===== src/tep_pkg.sv =====
// ----------------------------------------------------------------------------
// Text escape attribute parser package
// Shared word types, parser mode codes, character codes and colour constants.
// ----------------------------------------------------------------------------
`timescale 1ns / 1ps

package tep_pkg;

    // Input word: one message byte and its start-of-message mark.
    typedef struct packed {
        logic [7:0] char_in;
        logic       start_of_message;
    } char_word_t;

    // Output word: one glyph and the attributes in force when it was taken.
    typedef struct packed {
        logic [7:0] glyph_code;
        logic       is_bold;
        logic       is_italic;
        logic       is_underline;
        logic       is_strike;
        logic [7:0] text_red;
        logic [7:0] text_green;
        logic [7:0] text_blue;
        logic [7:0] back_red;
        logic [7:0] back_green;
        logic [7:0] back_blue;
        logic       back_clear;
    } glyph_word_t;

    // Parser modes.
    typedef enum logic [2:0] {
        MODE_IDLE = 3'd0,
        MODE_ESC  = 3'd1,
        MODE_FLAG = 3'd2,
        MODE_CSEL = 3'd3,
        MODE_SKIP = 3'd4,
        MODE_HEX  = 3'd5
    } mode_t;

    // Style flag bit positions.
    localparam logic [1:0] FLAG_BOLD      = 2'd0;
    localparam logic [1:0] FLAG_ITALIC    = 2'd1;
    localparam logic [1:0] FLAG_UNDERLINE = 2'd2;
    localparam logic [1:0] FLAG_STRIKE    = 2'd3;

    // Character codes used by the escape syntax.
    localparam logic [7:0] CH_BSLASH = 8'h5C;
    localparam logic [7:0] CH_B      = 8'h62;
    localparam logic [7:0] CH_I      = 8'h69;
    localparam logic [7:0] CH_U      = 8'h75;
    localparam logic [7:0] CH_S      = 8'h73;
    localparam logic [7:0] CH_C      = 8'h63;
    localparam logic [7:0] CH_H      = 8'h68;
    localparam logic [7:0] CH_ZERO   = 8'h30;
    localparam logic [7:0] CH_ONE    = 8'h31;
    localparam logic [7:0] CH_HASH   = 8'h23;

    // Colour defaults; bit 24 of the highlight marks it transparent.
    localparam logic [23:0] WHITE_RGB  = 24'hFFFFFF;
    localparam logic [24:0] BACK_CLEAR = 25'h1000000;

    // Hex digit counting: digits past HEX_KEEP are ignored, HEX_MAX ends it.
    localparam logic [2:0] HEX_KEEP = 3'd6;
    localparam logic [2:0] HEX_MAX  = 3'd7;
    localparam logic [2:0] HEX_TOP  = 3'd5;

    // Hex digit decode: returns {valid, nibble}.
    function automatic logic [4:0] nibble_of(input logic [7:0] ch);
        logic [4:0] res;
        res = 5'd0;
        if (ch >= 8'h30 && ch <= 8'h39)
        begin
            res = {1'b1, 4'(ch - 8'h30)};
        end
        else if (ch >= 8'h61 && ch <= 8'h66)
        begin
            res = {1'b1, 4'(ch - 8'h57)};
        end
        else if (ch >= 8'h41 && ch <= 8'h46)
        begin
            res = {1'b1, 4'(ch - 8'h37)};
        end
        return res;
    endfunction

endpackage


===== src/tep_parse.sv =====
// ----------------------------------------------------------------------------
// Text escape parser state
// Parser mode and attributes; works out one byte per cycle while advance is high.
// ----------------------------------------------------------------------------
`timescale 1ns / 1ps

module tep_parse
(
    input  logic                clk,
    input  logic                rst_n,
    input  tep_pkg::char_word_t item,
    input  logic                advance,
    output logic                emit,
    output tep_pkg::glyph_word_t result
);

    tep_pkg::mode_t mode_reg, mode_next;
    logic [1:0]     flag_target_reg, flag_target_next;
    logic           colour_target_reg, colour_target_next;
    logic [2:0]     hex_count_reg, hex_count_next;
    logic [3:0]     style_reg, style_next;
    logic [23:0]    text_reg, text_next;
    logic [24:0]    back_reg, back_next;

    // State as seen by this byte: a start-of-message mark restores reset values.
    tep_pkg::mode_t cur_mode;
    logic [1:0]     cur_flag_target;
    logic           cur_colour_target;
    logic [2:0]     cur_hex_count;
    logic [3:0]     cur_style;
    logic [23:0]    cur_text;
    logic [24:0]    cur_back;
    logic [4:0]     nib;
    logic [23:0]    hex_bits;
    logic [2:0]     hex_pos;

    always_comb
    begin
        cur_mode          = item.start_of_message ? tep_pkg::MODE_IDLE : mode_reg;
        cur_flag_target   = item.start_of_message ? 2'd0 : flag_target_reg;
        cur_colour_target = item.start_of_message ? 1'b0 : colour_target_reg;
        cur_hex_count     = item.start_of_message ? 3'd0 : hex_count_reg;
        cur_style         = item.start_of_message ? 4'd0 : style_reg;
        cur_text          = item.start_of_message ? tep_pkg::WHITE_RGB : text_reg;
        cur_back          = item.start_of_message ? tep_pkg::BACK_CLEAR : back_reg;
    end

    // Nibble placement for the current hex digit, high nibble first.
    always_comb
    begin
        nib      = tep_pkg::nibble_of(item.char_in);
        hex_pos  = tep_pkg::HEX_TOP - cur_hex_count;
        hex_bits = {20'd0, nib[3:0]} << {hex_pos, 2'b00};
    end

    // Next state and emit decision.
    always_comb
    begin
        mode_next          = tep_pkg::MODE_IDLE;
        flag_target_next   = cur_flag_target;
        colour_target_next = cur_colour_target;
        hex_count_next     = cur_hex_count;
        style_next         = cur_style;
        text_next          = cur_text;
        back_next          = cur_back;
        emit               = 1'b0;
        case (cur_mode)
            tep_pkg::MODE_ESC:
            begin
                case (item.char_in)
                    tep_pkg::CH_B:
                    begin
                        flag_target_next = tep_pkg::FLAG_BOLD;
                        mode_next        = tep_pkg::MODE_FLAG;
                    end
                    tep_pkg::CH_I:
                    begin
                        flag_target_next = tep_pkg::FLAG_ITALIC;
                        mode_next        = tep_pkg::MODE_FLAG;
                    end
                    tep_pkg::CH_U:
                    begin
                        flag_target_next = tep_pkg::FLAG_UNDERLINE;
                        mode_next        = tep_pkg::MODE_FLAG;
                    end
                    tep_pkg::CH_S:
                    begin
                        flag_target_next = tep_pkg::FLAG_STRIKE;
                        mode_next        = tep_pkg::MODE_FLAG;
                    end
                    tep_pkg::CH_C:
                    begin
                        colour_target_next = 1'b0;
                        mode_next          = tep_pkg::MODE_CSEL;
                    end
                    tep_pkg::CH_H:
                    begin
                        colour_target_next = 1'b1;
                        mode_next          = tep_pkg::MODE_CSEL;
                    end
                    default:
                    begin
                        mode_next = tep_pkg::MODE_IDLE;
                    end
                endcase
            end
            tep_pkg::MODE_FLAG:
            begin
                if (item.char_in == tep_pkg::CH_ZERO)
                begin
                    style_next[cur_flag_target] = 1'b1;
                end
                else if (item.char_in == tep_pkg::CH_ONE)
                begin
                    style_next[cur_flag_target] = 1'b0;
                end
            end
            tep_pkg::MODE_CSEL:
            begin
                if (item.char_in == tep_pkg::CH_ZERO)
                begin
                    if (cur_colour_target)
                    begin
                        back_next = tep_pkg::BACK_CLEAR;
                    end
                    else
                    begin
                        text_next = tep_pkg::WHITE_RGB;
                    end
                    mode_next = tep_pkg::MODE_SKIP;
                end
                else if (item.char_in == tep_pkg::CH_HASH)
                begin
                    if (cur_colour_target)
                    begin
                        back_next = 25'd0;
                    end
                    else
                    begin
                        text_next = 24'd0;
                    end
                    hex_count_next = 3'd0;
                    mode_next      = tep_pkg::MODE_HEX;
                end
            end
            tep_pkg::MODE_SKIP:
            begin
                mode_next = tep_pkg::MODE_IDLE;
            end
            tep_pkg::MODE_HEX:
            begin
                // A non-hex byte or the byte after the seventh digit ends the run.
                if (cur_hex_count != tep_pkg::HEX_MAX && nib[4])
                begin
                    if (cur_hex_count < tep_pkg::HEX_KEEP)
                    begin
                        if (cur_colour_target)
                        begin
                            back_next = cur_back | {1'b0, hex_bits};
                        end
                        else
                        begin
                            text_next = cur_text | hex_bits;
                        end
                    end
                    hex_count_next = cur_hex_count + 3'd1;
                    mode_next      = tep_pkg::MODE_HEX;
                end
            end
            default:
            begin
                if (item.char_in == tep_pkg::CH_BSLASH)
                begin
                    mode_next = tep_pkg::MODE_ESC;
                end
                else
                begin
                    emit = 1'b1;
                end
            end
        endcase
    end

    // Result word carries the attributes in force before this byte.
    always_comb
    begin
        result.glyph_code   = item.char_in;
        result.is_bold      = cur_style[tep_pkg::FLAG_BOLD];
        result.is_italic    = cur_style[tep_pkg::FLAG_ITALIC];
        result.is_underline = cur_style[tep_pkg::FLAG_UNDERLINE];
        result.is_strike    = cur_style[tep_pkg::FLAG_STRIKE];
        result.text_red     = cur_text[23:16];
        result.text_green   = cur_text[15:8];
        result.text_blue    = cur_text[7:0];
        result.back_red     = cur_back[23:16];
        result.back_green   = cur_back[15:8];
        result.back_blue    = cur_back[7:0];
        result.back_clear   = cur_back[24];
    end

    // Parser state registers, updated when a word leaves the input register.
    always_ff @(posedge clk or negedge rst_n)
    begin
        if (!rst_n)
        begin
            mode_reg          <= tep_pkg::MODE_IDLE;
            flag_target_reg   <= 2'd0;
            colour_target_reg <= 1'b0;
            hex_count_reg     <= 3'd0;
            style_reg         <= 4'd0;
            text_reg          <= tep_pkg::WHITE_RGB;
            back_reg          <= tep_pkg::BACK_CLEAR;
        end
        else if (advance)
        begin
            mode_reg          <= mode_next;
            flag_target_reg   <= flag_target_next;
            colour_target_reg <= colour_target_next;
            hex_count_reg     <= hex_count_next;
            style_reg         <= style_next;
            text_reg          <= text_next;
            back_reg          <= back_next;
        end
    end

`ifndef SYNTHESIS
    // A fresh message that does not open with a backslash always draws.
    assert property (@(posedge clk) disable iff (!rst_n)
        (item.start_of_message && item.char_in != tep_pkg::CH_BSLASH) |-> emit)
        else $error("start of message byte not emitted");

    // Only the idle mode draws, and it stays idle afterwards.
    assert property (@(posedge clk) disable iff (!rst_n)
        (advance && emit) |=> (mode_reg == tep_pkg::MODE_IDLE))
        else $error("parser left idle after emitting");

    // A hex run counts up one digit at a time from zero.
    assert property (@(posedge clk) disable iff (!rst_n)
        (advance && mode_reg == tep_pkg::MODE_HEX && !item.start_of_message
         && mode_next == tep_pkg::MODE_HEX)
        |=> (hex_count_reg == $past(hex_count_reg) + 3'd1))
        else $error("hex digit count did not advance");
`endif

endmodule


===== src/text_escape_attribute_parser_core.sv =====
// ----------------------------------------------------------------------------
// Text escape attribute parser core
// Strips in-band style and colour escapes from a byte stream and tags each
// drawn glyph with the attributes in force.
// ----------------------------------------------------------------------------
// Usage:
//   The char channel (char_valid, char_stall, char_word) takes one message
//   byte per word; start_of_message resets the attributes and the parser
//   before that byte. The glyph channel (glyph_valid, glyph_stall,
//   glyph_word) returns one word per drawn byte; escape bytes give none.
//   A word is taken at a clock edge where valid is high and stall is low.
//   Path: a taken byte is held in the input register, parsed there by
//   combinational logic and registered into the glyph register.
//   Throughput: one byte per cycle while char_stall is low, set by the
//   single parse step between the input register and the glyph register.
//   When glyph_stall holds a waiting glyph, bytes that draw nothing still
//   pass; a byte that draws waits in the input register and char_stall rises.
//   Reset clears both registers' valid bits and restores white text, a
//   transparent highlight and all style flags clear.
// ----------------------------------------------------------------------------
`timescale 1ns / 1ps

module text_escape_attribute_parser_core
(
    input  logic                 clk,
    input  logic                 rst_n,
    input  logic                 char_valid,
    output logic                 char_stall,
    input  tep_pkg::char_word_t  char_word,
    output logic                 glyph_valid,
    input  logic                 glyph_stall,
    output tep_pkg::glyph_word_t glyph_word
);

    logic                 in_valid_reg;
    tep_pkg::char_word_t  in_word_reg;
    logic                 out_valid_reg;
    tep_pkg::glyph_word_t out_word_reg;
    logic                 emit;
    tep_pkg::glyph_word_t result;
    logic                 out_free;
    logic                 advance;

    // Handshake: the held byte moves on unless it draws and the output is full.
    assign out_free   = !out_valid_reg || !glyph_stall;
    assign advance    = in_valid_reg && (!emit || out_free);
    assign char_stall = in_valid_reg && !advance;

    tep_parse u_parse
    (
        .clk    (clk),
        .rst_n  (rst_n),
        .item   (in_word_reg),
        .advance(advance),
        .emit   (emit),
        .result (result)
    );

    // Input register.
    always_ff @(posedge clk or negedge rst_n)
    begin
        if (!rst_n)
        begin
            in_valid_reg <= 1'b0;
        end
        else if (!char_stall)
        begin
            in_valid_reg <= char_valid;
        end
    end

    always_ff @(posedge clk)
    begin
        if (!char_stall && char_valid)
        begin
            in_word_reg <= char_word;
        end
    end

    // Glyph register.
    always_ff @(posedge clk or negedge rst_n)
    begin
        if (!rst_n)
        begin
            out_valid_reg <= 1'b0;
        end
        else if (out_free)
        begin
            out_valid_reg <= advance && emit;
        end
    end

    always_ff @(posedge clk)
    begin
        if (out_free && advance && emit)
        begin
            out_word_reg <= result;
        end
    end

    assign glyph_valid = out_valid_reg;
    assign glyph_word  = out_word_reg;

`ifndef SYNTHESIS
    // Upstream is held off only while a byte waits in the input register.
    assert property (@(posedge clk) disable iff (!rst_n)
        char_stall |-> in_valid_reg)
        else $error("stall raised with empty input register");

    // A drawn byte that leaves the input register lands in the glyph register.
    assert property (@(posedge clk) disable iff (!rst_n)
        (advance && emit) |=> out_valid_reg)
        else $error("drawn byte lost");

    // A new glyph only appears after a byte was held in the input register.
    assert property (@(posedge clk) disable iff (!rst_n)
        $rose(out_valid_reg) |-> $past(in_valid_reg))
        else $error("glyph appeared without an input byte");
`endif

endmodule


===== config.mk =====
export PLATFORM = sky130hd
export DESIGN_NAME = text_escape_attribute_parser_core
export DESIGN_NICKNAME = d
export VERILOG_FILES = /design/src/tep_pkg.sv /design/src/tep_parse.sv /design/src/text_escape_attribute_parser_core.sv
export SDC_FILE = /design/constraint.sdc
export NUM_CORES = 1
export LEC_CHECK = 0
export ABC_CLOCK_PERIOD_IN_PS = 10100
export BUFFER_PORTS_ARGS = -buffer_cell sky130_fd_sc_hd__clkbuf_2
export CAP_MARGIN = 20
export CORE_AREA = 4 4 107 109
export DETAILED_ROUTE_END_ITERATION = 10
export DIE_AREA = 0 0 111 113
export GPL_ROUTABILITY_DRIVEN = 1
export PLACE_DENSITY = 0.81
export SLEW_MARGIN = 25
export SYNTH_ARGS = -nofsm -noshare
export SYNTH_HDL_FRONTEND = slang
export SYNTH_SLANG_ARGS = --single-unit

===== constraint.sdc =====
create_clock -name clk -period 10.1 [get_ports clk]
set_input_delay 0.505 -clock clk [delete_from_list [all_inputs] [get_ports clk]]
set_output_delay 0.505 -clock clk [all_outputs]
set_load 0.05 [all_outputs]

=== Word-level counts from Yosys, hierarchy flattened ===
Index checks and enable logic that the tools add are counted.

* Add/subtract/negate cells: 5
* Order comparisons: 9
* Equality and inequality tests: 16
* Shift-type cells: 1
* Multiplexer cells: 47
* Bitwise logic cells: 5
* Reduce and logical (&&, ||, !) cells: 22

{| class="wikitable"
|+ Operators by type and width
! operator !! count
|-
| $mux W25 || 8
|-
| $mux W24 || 8
|-
| $eq A8 B7 Y1 const B || 7
|-
| $pmux W25 S2 || 1
|-
| $pmux W24 S2 || 1
|-
| $or A25 B24 Y25 || 1
|-
| $eq A8 B6 Y1 const B || 3
|-
| $mux W3 || 8
|-
| $or A24 B24 Y24 || 1
|-
| $shl A4 B5 Y24 || 1
|-
| $ge A8 B7 Y1 const B || 2
|-
| $le A8 B7 Y1 const B || 2
|-
| $mux W4 || 4
|-
| $mux W5 || 3
|-
| $pmux W3 S4 || 1
|-
| $logic_and A1 B1 Y1 || 11
|-
| $ge A8 B6 Y1 const B || 1
|-
| $le A8 B6 Y1 const B || 1
|-
| $pmux W2 S4 || 1
|-
| $sub A4 B3 Y4 const B || 2
|-
| $eq A3 B2 Y1 const B || 2
|-
| $eq A3 B3 Y1 const B || 2
|-
| $mux W1 || 6
|-
| $pmux W3 S2 || 1
|-
| other kinds (20) || 27
|}

* Register bits after elaboration: 134
* Bits of input ports: 13
* Output and inout port bits: 63

=== Depth between registers and ports, before layout ===
* Depth in word-level cells: 11
* Depth in mapped cells: 11
* Gate-level depth less buffers: 8

=== Modules after synthesis ===
A second synthesis with hierarchy kept.

* Cells, all modules: 506
* Area total of the unflattened synthesis: 6,067.1 sq um

{| class="wikitable"
|+ Modules (own cells, without submodules)
! module !! instances !! cells an instance !! area each (sq um) !! seq. area each (sq um)
|-
| tep_parse || 1 || 424 || 3,860.0 || 1,582.8
|-
| text_escape_attribute_parser_core || 1 || 82 || 2,207.1 || 2,152.1
|}

=== Least setup slack after synthesis ===
OpenSTA, ideal clock, no wires.

* Path type: flip-flop to flip-flop
* Start: register in_word_reg[1] in the netlist's numbering
* End: register out_word_reg (netlist bit glyph_word[0]), enable pin
* Arrival: 4.158 ns
* Data required time: 9.620 ns
* Path slack: 5.462 ns
* Stages on the path, launching flop included: 9
* Buffers on the path: 2
* Clock period less this slack: 4.638 ns
* Path through: edfxtp_1 inv_1 ha_1 nand4b_1 a2bb2oi_1 and2_1 clkbuf_1 buf_2 nor2_1

* Cells in the longest elaborated chain, start to end: 8

{| class="wikitable"
|+ RTL lines
! what !! RTL line !! RTL
|-
| start: declaration || text_escape_attribute_parser_core.sv:36 || <nowiki>tep_pkg::char_word_t in_word_reg;</nowiki>
|-
| start signal: assignment || text_escape_attribute_parser_core.sv:76 || <nowiki>in_word_reg <= char_word;</nowiki>
|-
| $eq A8 B7 Y1 * || tep_parse.sv:172 || <nowiki>if (item.char_in == tep_pkg::CH_BSLASH)</nowiki>
|-
| $mux W1 * || tep_parse.sv:172 ||
|-
| $mux W1 * || tep_parse.sv:67 || <nowiki>case (cur_mode)</nowiki>
|-
| $logic_not A1 Y1 || text_escape_attribute_parser_core.sv:46 || <nowiki>assign advance = in_valid_reg && (!emit || out_free);</nowiki>
|-
| $logic_or A1 B1 Y1 || text_escape_attribute_parser_core.sv:46 ||
|-
| $logic_and A1 B1 Y1 || text_escape_attribute_parser_core.sv:46 ||
|-
| $logic_and A1 B1 Y1 || text_escape_attribute_parser_core.sv:95 || <nowiki>if (out_free && advance && emit)</nowiki>
|-
| $logic_and A1 B1 Y1 * || text_escape_attribute_parser_core.sv:95 ||
|-
| end signal: assignment || text_escape_attribute_parser_core.sv:97 || <nowiki>out_word_reg <= result;</nowiki>
|-
| end: declaration || text_escape_attribute_parser_core.sv:38 || <nowiki>tep_pkg::glyph_word_t out_word_reg;</nowiki>
|}

Mark *: on every way between the ends. The rest lies on a longest branch, timed or not.
A chain may end at the register's enable or synchronous reset.

=== Worst setup path after layout ===
* Start: register in_word_reg[1] in the netlist's numbering
* End: output port char_stall

* Cells in the longest elaborated chain, start to end: 8

{| class="wikitable"
|+ RTL lines
! what !! RTL line !! RTL
|-
| $eq A8 B7 Y1 || tep_parse.sv:172 ||
|-
| $mux W1 || tep_parse.sv:172 ||
|-
| $mux W1 || tep_parse.sv:67 ||
|-
| $logic_not A1 Y1 || text_escape_attribute_parser_core.sv:46 ||
|-
| $logic_or A1 B1 Y1 || text_escape_attribute_parser_core.sv:46 ||
|-
| $logic_and A1 B1 Y1 || text_escape_attribute_parser_core.sv:46 ||
|-
| $logic_not A1 Y1 || text_escape_attribute_parser_core.sv:47 || <nowiki>assign char_stall = in_valid_reg && !advance;</nowiki>
|-
| $logic_and A1 B1 Y1 || text_escape_attribute_parser_core.sv:47 ||
|-
| end: declaration || text_escape_attribute_parser_core.sv:28 || <nowiki>output logic char_stall,</nowiki>
|}

No other way between the ends.

==> out/results.ini <==
[synth]
avgSynthCellArea_um2=11.8
synthesis.area_um2=6210
synth_top_flop_cell=edfxtp_1
ys_ff_latch=134
ys.warnings.count=0
yosysUniqueCellTypes=77
ys_seq_area_share_pct=60.1
syn-num-nets=546
async_flop_share_pct=47.8
synth_edf_count=70
syn_inst=526

[routing]
route.detailed.drc=0
wl_per_cell_um=18.3
drt-vias-per-instance=5.95
wl_mm=13.6
drtIter0Drc=376
vias=4436
dr.pass1.iters=4
ant_nets=0

[cts]
cts_max_path_buffers=2
postCtsSetupRepairBufs=0
cts.clk_slew.worst_paths_ns=0.06
numClockSinks=134
tritoncts=yes
cts.htree.levels=4
clk_root_buffer_cell=clkbuf_8
cts-buffers-inserted=17
clk_latency_ns=0.53
holdBufCountCts=0
cts_resized=0

[final_layout]
finish.utilization_pct=68.5
largest_reg_flops=61
fin_nets=612
final_common_cell=clkbuf_2
drive_gt1_share_pct=29.3
fillers=780
antenna_cells=0
stdcell_count=745
final_cell_mix=clkbuf_2 (75), edfxtp_1 (70), nor2_1 (46), dfrtp_1 (39), nor2b_1 (35)
final_area_um2=7260
syn2layout_area_growth_pct=16.9

[timing]
hold_viol_final=0
max_freq_mhz=302
slew_headroom_pct=28.8
fin_crit_sh_pct=32.8
worst_slew_pin_slew_ns=1.06
rsz0062_at_grt=false
tns_ns=0
finClkSkew_ns=0.00542
hold_slack_ns=0.151
slew_viol_final=0
fin_crit_ns=3.31
finalSetupViolations=0

[floorplanning]
die-area_um2=12500
pin_count=76
start_util_pct=58.6
die_h_um=113
core_um2=10600
die_w_um=111
rows=38

[grt]
grt_max_degree=79
antenna_found_initial=0
grt_pass1_vias=4444
grt_pass1_wl_mm=22.8
overflow=0
grt.total_usage_pct=22.9

[run_status]
status=complete, no violations

[placement]
io_buffer_count=75
gp_congestion=0.890
placedInstanceArea_um2=6640
hpwl_mm=8.92
dp_cells=713

[run]
cap_violations=0

[worst_hold_path]
hold_path.class=input port to register
min_from=char_word[2]

[power_and_ir_drop]
power_density_nw_per_um2=225
leakagePower_nw=2.76
max-vdd-ir-drop_mv=0.153

[worst_setup_path]
start_kind=register
crit_path_max_fanout=9
crit_path_start=in_word_reg[1]$_DFFE_PP_
critPathCaptureType=primary output
worstPathRequired_ns=9.60
worstPathArrival_ns=2.81
crit_type=register to primary output
r2r_start=in_word_reg[1]$_DFFE_PP_
r2r_slack_ns=6.96

worst max-delay path: stages (launching register included):
cell and delay (ns):
edfxtp_1 0.52, inv_1 0.17, ha_1 0.23, nand4b_1 0.14
o21ai_0 0.59, nor2_1 0.18, and2_1 0.22, clkbuf_2 0.24
synthesized netlist by cell type (all sizes together), types with 3 or more instances:
master	n	area share [%]
ha	7	1.4
o41ai	3	0.42
a21oi	14	1.1
nand2b	4	0.40
nor2	47	2.8
edfxtp	70	34
o21bai	3	0.36
nand3b	3	0.36
nand2	35	2.2
mux2i	3	0.48
nor3b	3	0.36
a311oi	7	0.99
o2bb2ai	25	3.5
dfrtp	39	16
buf	17	1.7
nor3	9	0.81
or3b	5	0.71
o31ai	3	0.36
a211oi	4	0.48
o21ai	29	2.4
or2	26	2.7
o221ai	5	0.81
nor2b	35	3.5
dfstp	25	11
nand4	5	0.50
and2	6	0.60
a32o	3	0.48
inv	11	0.66
clkbuf	14	0.87
a21o	4	0.48
nor4	4	0.40
o311ai	3	0.54
and3	4	0.40
nand3	12	0.97
o22ai	3	0.30
worst paths after layout:
check	cells after the start	end
max	7	char_stall
min	1	in_word_reg[2]$_DFFE_PP_
max reg2reg	7	glyph_word[53]$_DFFE_PP_
min reg2reg	1	u_parse.back_reg[6]$_DFFE_PN0P_
max in group asynchronous	2	u_parse.flag_target_reg[1]$_DFFE_PN0P_
min in group asynchronous	2	glyph_valid$_DFFE_PN0P_
layout make-up:
type | instances | area (µm²) | area share [%]
clock buffer | 18 | 418 | 5.75
clock inverter | 14 | 198 | 2.72
inverter | 11 | 41.3 | 0.568
multi-input combinational | 350 | 2300 | 31.7
sequential | 134 | 3730 | 51.4
tap | 140 | 175 | 2.41
timing repair buffer | 78 | 398 | 5.48
cells by family after synthesis:
logic type / count (synthesis) / synth area share, %
and+or+nand+nor: 210 / 18.9
DFF: 134 / 60.1
AOI/OAI and AO/OA: 126 / 15.2
buffers and inverters: 42 / 3.20
adders and majority gates: 7 / 1.41
muxes: 4 / 0.725
xor gates and xnor gates: 3 / 0.423
metal layers:
metal	global-route usage (%)	vias to the layer above	share of wire, %
li1	-	2084	-
met5	0	-	0
met3	5.29	24	6.2
met2	38.2	178	50
met1	29.5	2150	42
met4	8.87	0	1.7
through the flow:
stage                     setup slack (ns)  power [mW]
final                                 6.79        1.63
after floorplan                       5.46       0.933
after CTS                             6.79        1.64
after global placement                7.06       0.994
after detailed placement              6.96        1.00
after global routing                  6.63        1.70
power by group:
group | internal, mW | switching [mW] | total [mW]
sequential | 0.663 | 0.0338 | 0.697
combinational | 0.0612 | 0.237 | 0.298
clock | 0.403 | 0.236 | 0.639
(Power assumes the default switching activity.)
